File: config.mk
export PLATFORM = sky130hd
export DESIGN_NAME = stb_combine
export DESIGN_NICKNAME = d
export VERILOG_FILES = /design/src/rtl/stb_pkg.sv /design/src/rtl/stb_combine.sv
export SDC_FILE = /design/constraint.sdc
export NUM_CORES = 1
export LEC_CHECK = 0
export BUFFER_PORTS_ARGS = -buffer_cell sky130_fd_sc_hd__buf_2
export CAP_MARGIN = 20
export CORE_AREA = 3 3 45 47
export DETAILED_ROUTE_END_ITERATION = 10
export DIE_AREA = 0 0 48 50
export MAX_ROUTING_LAYER = met4
export PLACE_DENSITY = 0.88
export SYNTH_ARGS = -nofsm -noshare
export SYNTH_HDL_FRONTEND = slang
export SYNTH_SLANG_ARGS = --single-unit
File: constraint.sdc
create_clock -name vclk -period 2.4
set_input_delay 0.12 -clock vclk [all_inputs]
set_output_delay 0.12 -clock vclk [all_outputs]
set_load 0.02 [all_outputs]
File: src/rtl/stb_pkg.sv
// ----------------------------------------------------------------------------
// stb_pkg
// Shared types and codes for the sparse table builder.
// ----------------------------------------------------------------------------
package stb_pkg;

    localparam logic [1:0] OP_LOAD  = 2'd0;
    localparam logic [1:0] OP_BUILD = 2'd1;
    localparam logic [1:0] OP_READ  = 2'd2;

    localparam logic [1:0] ST_DONE  = 2'd0;
    localparam logic [1:0] ST_RANGE = 2'd1;
    localparam logic [1:0] ST_BADOP = 2'd2;

    localparam logic [1:0] MODE_MIN = 2'd0;
    localparam logic [1:0] MODE_MAX = 2'd1;
    localparam logic [1:0] MODE_OR  = 2'd2;
    localparam logic [1:0] MODE_AND = 2'd3;

    localparam logic [1:0] REG_COMBINE_MODE = 2'd0;
    localparam logic [1:0] REG_ZERO_AS_FULL = 2'd1;
    localparam logic [1:0] REG_USED_LENGTH  = 2'd2;
    localparam logic [1:0] REG_LEVEL_COUNT  = 2'd3;

    localparam logic [7:0] FULL_BYTE = 8'hFF;

    typedef struct packed {
        logic [1:0] opcode;
        logic [7:0] element_index;
        logic [3:0] level_select;
        logic [7:0] element_value;
    } req_t;

    typedef struct packed {
        logic [7:0] read_value;
        logic [1:0] status;
    } rsp_t;

endpackage

File: src/rtl/stb_combine.sv
// ----------------------------------------------------------------------------
// stb_combine
// Combines two table entries by minimum, maximum, bitwise OR or bitwise AND.
// ----------------------------------------------------------------------------
module stb_combine
(
    input  logic [1:0] mode,
    input  logic [7:0] a,
    input  logic [7:0] b,
    output logic [7:0] y
);
    import stb_pkg::*;

    always_comb
    begin
        case (mode)
            MODE_MIN: y = (a < b) ? a : b;
            MODE_MAX: y = (a > b) ? a : b;
            MODE_OR:  y = a | b;
            MODE_AND: y = a & b;
            default:  y = a & b;
        endcase
    end

endmodule

# [Yosys cells after proc, flatten, opt, wreduce, memory -nomap -nowiden]
# Cells that the tools add are included.
[op_classes] order_cmp=2 eq_ne=3 muxes=3 n_bitwise=2 reduce_logical=1
[op_table] op="case mux 8 bit (4 select lines)" n=1
[op_table] op="two-way mux 8 bit" n=2
[op_table] op="bitwise AND 8 bit" n=1
[op_table] op="greater-than comparator 8 bit" n=1
[op_table] op="< comparator 8 bit" n=1
[op_table] op="OR 8 bit" n=1
[op_table] op="== test 2 bit, second input constant" n=2
[op_table] op="== test 2 x 1 -> 1 bit, second input constant" n=1
[op_table] op="zero test 2 bit" n=1
[word_totals] reg_bits=0 input_bits=18 out_inout_bits=8 word_cells=11

# [Longest topological paths before layout]
# Gate-level depths: netlist of run 1.
[depth] ltp_word=3 depth_mapped=9 depth_no_buf=8

# [Least setup slack after synthesis of run 1]
# No wires, ideal clock.
[synth_path] path_kind="input -> output" from="in b[1]" to="out y[1]" arrival_ns=2.028 required_time_ns=2.280 slack_ns=0.252 cell_stages=8 n_path_buf=0 cell_sequence="inv_1 > ha_1 > o21bai_1 > a221o_1 > a2111oi_4 > a31oi_4 > mux2i_1 > a32o_1"
[synth_via] elab_chain_cells=3 elab_cells_between_ends=7 classes_between="order compare: 2; mux: 3; bitwise: 2"
[synth_rtl] element="from (decl)" line_no="stb_combine.sv:9" source="input logic [7:0] b,"
[synth_rtl] element="greater-than comparator 8 bit or < comparator 8 bit (tied branches)" line_no="stb_combine.sv:18, stb_combine.sv:17"
[synth_rtl] element="two-way mux 8 bit (on tied branches)" line_no="stb_combine.sv:18, stb_combine.sv:17"
[synth_rtl] element="case mux 8 bit (4 select lines) *" line_no="stb_combine.sv:16" source="case (mode)"
[synth_rtl] element="to (decl)" line_no="stb_combine.sv:10" source="output logic [7:0] y"
# Every way passes the cells marked *; elsewhere a longest branch is shown, timed or not.

# [Worst setup path after layout of run 1]
[layout_path] from="in b[3]" to="out y[0]"
# Same word-level chain as after synthesis.

==> impl_metrics.prom, run 1 <==
# TYPE chip_impl_metric gauge
chip_impl_info{name="run_status",value="finished clean"} 1
chip_impl_metric{name="gp_routability_congestion",unit=""} 0.755
chip_impl_metric{name="count_of_standard_cell_rows",unit=""} 15
chip_impl_metric{name="area_growth",unit="%"} 18.8
chip_impl_metric{name="worstPathRequired",unit="ps"} 2280
chip_impl_metric{name="clock.fmax",unit="MHz"} 435
chip_impl_metric{name="grt_start_max_net_pins",unit=""} 40
chip_impl_metric{name="final.min_clock_period",unit="ps"} 2300
chip_impl_metric{name="power_switching_share",unit="%"} 57.0
chip_impl_metric{name="vias_per_cell",unit=""} 5.69
chip_impl_metric{name="final_cell_count_no_fill",unit=""} 164
chip_impl_metric{name="critical_path_depth",unit=""} 11
chip_impl_metric{name="post_route_cells_drive_above_1_share",unit="%"} 23.8
chip_impl_metric{name="nFlopsAndLatches",unit=""} 0
chip_impl_metric{name="global_route.overflow_total",unit=""} 0
chip_impl_metric{name="wl_per_cell",unit="µm"} 12.4
chip_impl_metric{name="holdPathStages",unit=""} 5
chip_impl_info{name="crit_path_end_kind",value="output port"} 1
chip_impl_metric{name="synthesis.yosys.warnings",unit=""} 0
chip_impl_metric{name="post_synth_instance_area",unit="µm²"} 912
chip_impl_metric{name="maxCapViolations",unit=""} 0
chip_impl_metric{name="synth_area_per_cell",unit="µm²"} 7.36
chip_impl_metric{name="vdd_ir_drop_max",unit="µV"} 103
chip_impl_metric{name="place_inst",unit=""} 164
chip_impl_metric{name="ys_types",unit=""} 23
chip_impl_metric{name="p_clk_share",unit="%"} 0
chip_impl_info{name="worst_hold_path_type",value="input port to output port"} 1
chip_impl_metric{name="final_core_util",unit="%"} 64.1
chip_impl_metric{name="maxSlewViolCount",unit=""} 0
chip_impl_metric{name="synth_nets",unit=""} 166
chip_impl_metric{name="internal_power_summed_over_all_cells",unit="mW"} 0.101
chip_impl_metric{name="final-hold-violation-count",unit=""} 0
chip_impl_metric{name="post_synth_inst_count",unit=""} 124
chip_impl_metric{name="nets",unit=""} 191
chip_impl_metric{name="detail_route_antenna_nets",unit=""} 0
chip_impl_info{name="start_kind",value="input port"} 1
chip_impl_metric{name="seq_power_share",unit="%"} 0
chip_impl_info{name="synth.largest_area_cell",value="sky130_fd_sc_hd__ha_1"} 1
chip_impl_metric{name="globalRouteTotalUtil",unit="%"} 17.8
chip_impl_info{name="cpMaxStageDelayCell",value="sky130_fd_sc_hd__a2111oi_4"} 1
chip_impl_metric{name="power.density_cell_area",unit="nW/µm²"} 218
chip_impl_metric{name="power_switching",unit="mW"} 0.135
chip_impl_metric{name="drt_iter0_markers",unit=""} 7
chip_impl_metric{name="setup-violations-final",unit=""} 0
chip_impl_info{name="critPathKind",value="input port to output port"} 1
chip_impl_metric{name="drt_pass1_iterations",unit=""} 4
chip_impl_metric{name="cellLeakagePower",unit="nW"} 0.586
chip_impl_metric{name="dieHeight",unit="µm"} 50
chip_impl_info{name="critical_path_cell_list",value="buf_2, inv_1, ha_4, inv_1, a221o_1, a2111oi_4, buf_4, mux2i_1, a21oi_1, o31a_1, buf_4"} 1
chip_impl_metric{name="cts-resized-gates",unit=""} 0
chip_impl_metric{name="nClkBuffers",unit=""} 0
chip_impl_metric{name="pin_count",unit=""} 26
chip_impl_metric{name="detail_route.drc_violations",unit=""} 0
chip_impl_metric{name="post-dp-hpwl",unit="µm"} 1630
chip_impl_metric{name="hold_buffers",unit=""} 0
chip_impl_metric{name="cp.buffers_inverters",unit=""} 5
chip_impl_metric{name="number_of_global_route_vias_before_repair",unit=""} 854
chip_impl_metric{name="placeableCoreArea",unit="µm²"} 1690
chip_impl_info{name="layout_common_cells",value="sky130_fd_sc_hd__ha_1, sky130_fd_sc_hd__buf_2, sky130_fd_sc_hd__inv_1, sky130_fd_sc_hd__nor2_1, sky130_fd_sc_hd__a21oi_1"} 1
chip_impl_metric{name="worstMarginPinSlew",unit="ps"} 627
chip_impl_metric{name="post-layout-total-power",unit="mW"} 0.236
chip_impl_metric{name="wirelength",unit="µm"} 2030
chip_impl_metric{name="period_utilization_post_route",unit="%"} 95.7
chip_impl_metric{name="die_x",unit="µm"} 48
chip_impl_metric{name="fp.dieArea",unit="µm²"} 2400
chip_impl_metric{name="power.share.combinational",unit="%"} 100.0
chip_impl_metric{name="grt_antenna_before_repair",unit=""} 0
chip_impl_metric{name="n_fill_cell",unit=""} 143
chip_impl_metric{name="cts_setup_buffers",unit=""} 0
chip_impl_metric{name="worst_path_largest_cell_delay",unit="ps"} 410
chip_impl_metric{name="yosysSeqAreaShare",unit="%"} 0
chip_impl_metric{name="synthDominantCellAreaShare",unit="%"} 32.9
chip_impl_metric{name="starting_density_of_the_core",unit="%"} 54.0
chip_impl_metric{name="sequential_cell_area",unit="µm²"} 0
chip_impl_metric{name="grt_first_pass_wirelength",unit="µm"} 3280
chip_impl_metric{name="diode_count",unit=""} 0
chip_impl_metric{name="critical_path_arrival",unit="ps"} 2180
chip_impl_metric{name="critPathMaxFanout",unit=""} 7
chip_impl_metric{name="slew_headroom",unit="%"} 58.2
chip_impl_metric{name="detailroute.via_count",unit=""} 933
chip_impl_info{name="critPathTopFamily",value="compound AO/OA/AOI/OAI gates"} 1
chip_impl_metric{name="buffer_ports.inserted",unit=""} 26
chip_impl_info{name="top_cells_by_area_in_the_synthesized_netlist",value="sky130_fd_sc_hd__ha_1, sky130_fd_sc_hd__mux2i_1, sky130_fd_sc_hd__a21oi_1"} 1
==> path summary, 6_finish.rpt <==
check / start / end / slack [ps]
hold / removal: a[1] / y[1] / 760
setup / recovery: b[3] / y[0] / 100
==> synth_stat cells <==
master and count:
sky130_fd_sc_hd__clkbuf_1 3, sky130_fd_sc_hd__nor2_1 18, sky130_fd_sc_hd__o31a_1 1, sky130_fd_sc_hd__buf_4 1, sky130_fd_sc_hd__a2111oi_4 1, sky130_fd_sc_hd__nand2b_1 7
sky130_fd_sc_hd__o21bai_1 1, sky130_fd_sc_hd__nor4_4 1, sky130_fd_sc_hd__a32o_1 7, sky130_fd_sc_hd__nand2_1 2, sky130_fd_sc_hd__o21ai_0 5, sky130_fd_sc_hd__nor2b_1 2
sky130_fd_sc_hd__mux2i_1 9, sky130_fd_sc_hd__a31oi_4 1, sky130_fd_sc_hd__o21ai_1 2, sky130_fd_sc_hd__o22ai_1 1, sky130_fd_sc_hd__ha_1 24, sky130_fd_sc_hd__buf_2 2
sky130_fd_sc_hd__a21oi_1 15, sky130_fd_sc_hd__buf_1 1, sky130_fd_sc_hd__o21a_1 1, sky130_fd_sc_hd__a221o_1 1, sky130_fd_sc_hd__inv_1 18
==> per-layer routing <==
layer / part of all wire (%) / wire length, µm / global-route usage [%] / vias to the layer above
li1: - / - / - / 473
met1: 43 / 864 / 19.6 / 440
met2: 55 / 1120 / 34.6 / 20
met3: 2.2 / 45 / 0.365 / 0
met4: 0 / 0 / 1.35 / 0
met5: 0 / 0 / - / -
==> metrics by stage <==
stage | hold WS, ps | cell area [µm²] | worst slack [ps] | TNS (ps)
2_1_floorplan | 576 | 912 | 252 | 0
3_3_place_gp | 755 | 1060 | 104 | 0
3_5_place_dp | 768 | 1060 | 10.4 | 0
4_1_cts | 771 | 1060 | 7.18 | 0
5_1_grt | 807 | 1080 | -10.4 | -10.4
6_report | 763 | 1080 | 103 | 0
==> cells by family (layout without fill, tap and decap cells) <==
family                     after synthesis  after routing  share of synthesized area (%)
buffers and inverters                   25             48                           11.0
muxes                                    9              9                           9.88
AOI/OAI and AO/OA                       36             36                           29.5
adders and majority gates               24             24                           32.9
and+or+nand+nor                         30             30                           16.7
==> area by class of cell <==
| type | instances | area [µm²] | area share [%] |
|---|---|---|---|
| Inverter | 18 | 67.6 | 6.24 |
| Multi-Input combinational cell | 99 | 827 | 76.3 |
| Tap cell | 17 | 21.3 | 1.96 |
| Timing Repair Buffer | 30 | 168 | 15.5 |
==> worst min-delay path: cells and delay by family <==
family,cells,cell delay (ps)
buf+inv,2,260
compound gates,3,260
==> power groups by stage <==
stage          combinational [mW]  clock, mW  sequential (mW)
5_1_grt                     0.260          0                0
3_3_place_gp                0.218          0                0
2_1_floorplan               0.160          0                0
4_1_cts                     0.229          0                0
3_5_place_dp                0.228          0                0
6_report                    0.236          0                0
No activity file was read; power rests on OpenSTA's default activity.
==> run 2: changes to the inputs <==
- GPL_TIMING_DRIVEN: default -> 0
- REMOVE_ABC_BUFFERS: default -> 1
==> impl_metrics.prom, run 2 (synthesized netlist as in run 1, its figures left out) <==
# TYPE chip_impl_metric gauge
chip_impl_info{name="run_status",value="finished clean"} 1
chip_impl_metric{name="wl_per_cell",unit="µm"} 13.8
chip_impl_metric{name="wirelength",unit="µm"} 2250
chip_impl_metric{name="starting_density_of_the_core",unit="%"} 54.0
chip_impl_metric{name="p_clk_share",unit="%"} 0
chip_impl_metric{name="grt_antenna_before_repair",unit=""} 0
chip_impl_metric{name="global_route.overflow_total",unit=""} 0
chip_impl_metric{name="final.min_clock_period",unit="ps"} 2330
chip_impl_metric{name="detail_route.drc_violations",unit=""} 0
chip_impl_metric{name="globalRouteTotalUtil",unit="%"} 17.6
chip_impl_metric{name="power_switching",unit="mW"} 0.142
chip_impl_metric{name="nFlopsAndLatches",unit=""} 0
chip_impl_metric{name="hold_slack",unit="ps"} 749
chip_impl_metric{name="nClkBuffers",unit=""} 0
chip_impl_metric{name="seq_power_share",unit="%"} 0
chip_impl_metric{name="count_of_standard_cell_rows",unit=""} 15
chip_impl_metric{name="sequential_cell_area",unit="µm²"} 0
chip_impl_metric{name="die_x",unit="µm"} 48
chip_impl_metric{name="internal_power_summed_over_all_cells",unit="mW"} 0.110
chip_impl_info{name="start_kind",value="input port"} 1
chip_impl_metric{name="vdd_ir_drop_max",unit="µV"} 110
chip_impl_metric{name="post_route_cells_drive_above_1_share",unit="%"} 29.5
chip_impl_metric{name="placeableCoreArea",unit="µm²"} 1690
chip_impl_metric{name="drt_iter0_markers",unit=""} 14
chip_impl_metric{name="final_cell_area",unit="µm²"} 1130
chip_impl_metric{name="cellLeakagePower",unit="nW"} 0.589
chip_impl_metric{name="vias_per_cell",unit=""} 5.67
chip_impl_info{name="hp-start",value="a[3]"} 1
chip_impl_info{name="worstHoldEndpoint",value="y[3]"} 1
chip_impl_info{name="mostFrequentLayoutCell",value="sky130_fd_sc_hd__ha_1"} 1
chip_impl_metric{name="grt_first_pass_wirelength",unit="µm"} 3240
chip_impl_metric{name="period_utilization_post_route",unit="%"} 97.1
chip_impl_metric{name="critPathMaxFanout",unit=""} 8
chip_impl_metric{name="worstPathRequired",unit="ps"} 2280
chip_impl_metric{name="final_core_util",unit="%"} 67.1
chip_impl_metric{name="gp_routability_congestion",unit=""} 0.731
chip_impl_metric{name="power_switching_share",unit="%"} 56.3
chip_impl_metric{name="power.share.combinational",unit="%"} 100.0
chip_impl_metric{name="final-hold-violation-count",unit=""} 0
chip_impl_metric{name="holdPathStages",unit=""} 5
chip_impl_metric{name="nets",unit=""} 190
chip_impl_metric{name="placed_cell_area",unit="µm²"} 1030
chip_impl_metric{name="clock.fmax",unit="MHz"} 429
chip_impl_metric{name="maxCapViolations",unit=""} 0
chip_impl_metric{name="pin_count",unit=""} 26
chip_impl_metric{name="setup-violations-final",unit=""} 0
chip_impl_metric{name="place_worst_setup_slack",unit="ps"} -479
chip_impl_info{name="worst_hold_path_type",value="input port to output port"} 1
chip_impl_metric{name="n_fill_cell",unit=""} 136
chip_impl_metric{name="post-dp-hpwl",unit="µm"} 1480
chip_impl_metric{name="area_growth",unit="%"} 24.3
chip_impl_metric{name="maxSlewViolCount",unit=""} 0
chip_impl_metric{name="worstMarginPinSlew",unit="ps"} 641
chip_impl_metric{name="slew_headroom",unit="%"} 57.3
chip_impl_metric{name="drt_pass1_iterations",unit=""} 4
chip_impl_metric{name="dieHeight",unit="µm"} 50
chip_impl_metric{name="critical_path_arrival",unit="ps"} 2210
chip_impl_info{name="critPathKind",value="input port to output port"} 1
chip_impl_metric{name="grt_start_max_net_pins",unit=""} 40
chip_impl_info{name="layout_common_cells",value="sky130_fd_sc_hd__ha_1, sky130_fd_sc_hd__buf_2, sky130_fd_sc_hd__nor2_1, sky130_fd_sc_hd__a21oi_1, sky130_fd_sc_hd__inv_1"} 1
chip_impl_metric{name="diode_count",unit=""} 0
chip_impl_metric{name="detail_route_antenna_nets",unit=""} 0
chip_impl_metric{name="power.density_cell_area",unit="nW/µm²"} 223
chip_impl_metric{name="number_of_global_route_vias_before_repair",unit=""} 773
chip_impl_metric{name="fp.dieArea",unit="µm²"} 2400
chip_impl_metric{name="detailroute.via_count",unit=""} 924
chip_impl_metric{name="area_of_the_multi_input_gates",unit="µm²"} 853
chip_impl_info{name="crit_path_end_kind",value="output port"} 1
chip_impl_metric{name="hold_buffers",unit=""} 0
chip_impl_metric{name="buffer_ports.inserted",unit=""} 26
chip_impl_metric{name="layout_setup_ws",unit="ps"} 70.0
-- run 2: layer usage --
layer  global-route usage (%)  wire [µm]
met1                     23.0        941
met2                     31.3       1230
met3                        0         79
met4                        0          0
met5                        -          0
-- run 2: per-stage QoR --
stage	total power, mW	cells	setup TNS (ps)
finish	0.253	163	0
global route	0.276	163	-51.3
CTS	0.226	162	0
detailed placement	0.219	160	-3570
global placement	0.208	160	-3160
floorplan	0.146	117	0
-- run 2: power groups by stage --
| stage | Combinational, mW | Clock [mW] | Sequential [mW] |
|---|---|---|---|
| 4_1_cts | 0.226 | 0 | 0 |
| 3_3_place_gp | 0.208 | 0 | 0 |
| 2_1_floorplan | 0.146 | 0 | 0 |
| 3_5_place_dp | 0.219 | 0 | 0 |
| 6_report | 0.253 | 0 | 0 |
| 5_1_grt | 0.276 | 0 | 0 |
-- run 2: worst max-delay path, stage by stage --
cell and delay, ps:
sky130_fd_sc_hd__buf_4 110, sky130_fd_sc_hd__inv_2 50, sky130_fd_sc_hd__ha_4 260, sky130_fd_sc_hd__nor2_2 50
sky130_fd_sc_hd__a221o_1 350, sky130_fd_sc_hd__a2111oi_4 480, sky130_fd_sc_hd__a31oi_4 160, sky130_fd_sc_hd__mux2i_1 190
sky130_fd_sc_hd__a32o_2 310, sky130_fd_sc_hd__buf_6 130
-- run 2: timing repair --
item,4_1_cts,5_1_grt
pin swaps,1,6
resized for setup,0,23
endpoints found under the setup margin,8,8
buffers inserted,2,1
-- run 2: worst max-delay path by stage --
stage | from | end | slack, ps | depth (start not counted)
2_1_floorplan | b[1] | y[1] | 60 | 8
3_5_place_dp | a[1] | y[7] | -480 | 10
3_3_place_gp | a[1] | y[6] | -400 | 10
6_report | a[2] | y[7] | 70 | 10
4_1_cts | a[7] | y[7] | 20 | 9
5_1_grt | a[2] | y[7] | -30 | 10
-- run 2: cell type report --
class / count / area share (%)
Multi-Input combinational cell: 99 / 75.3
Inverter: 18 / 5.96
Tap cell: 17 / 1.88
Timing Repair Buffer: 29 / 16.9
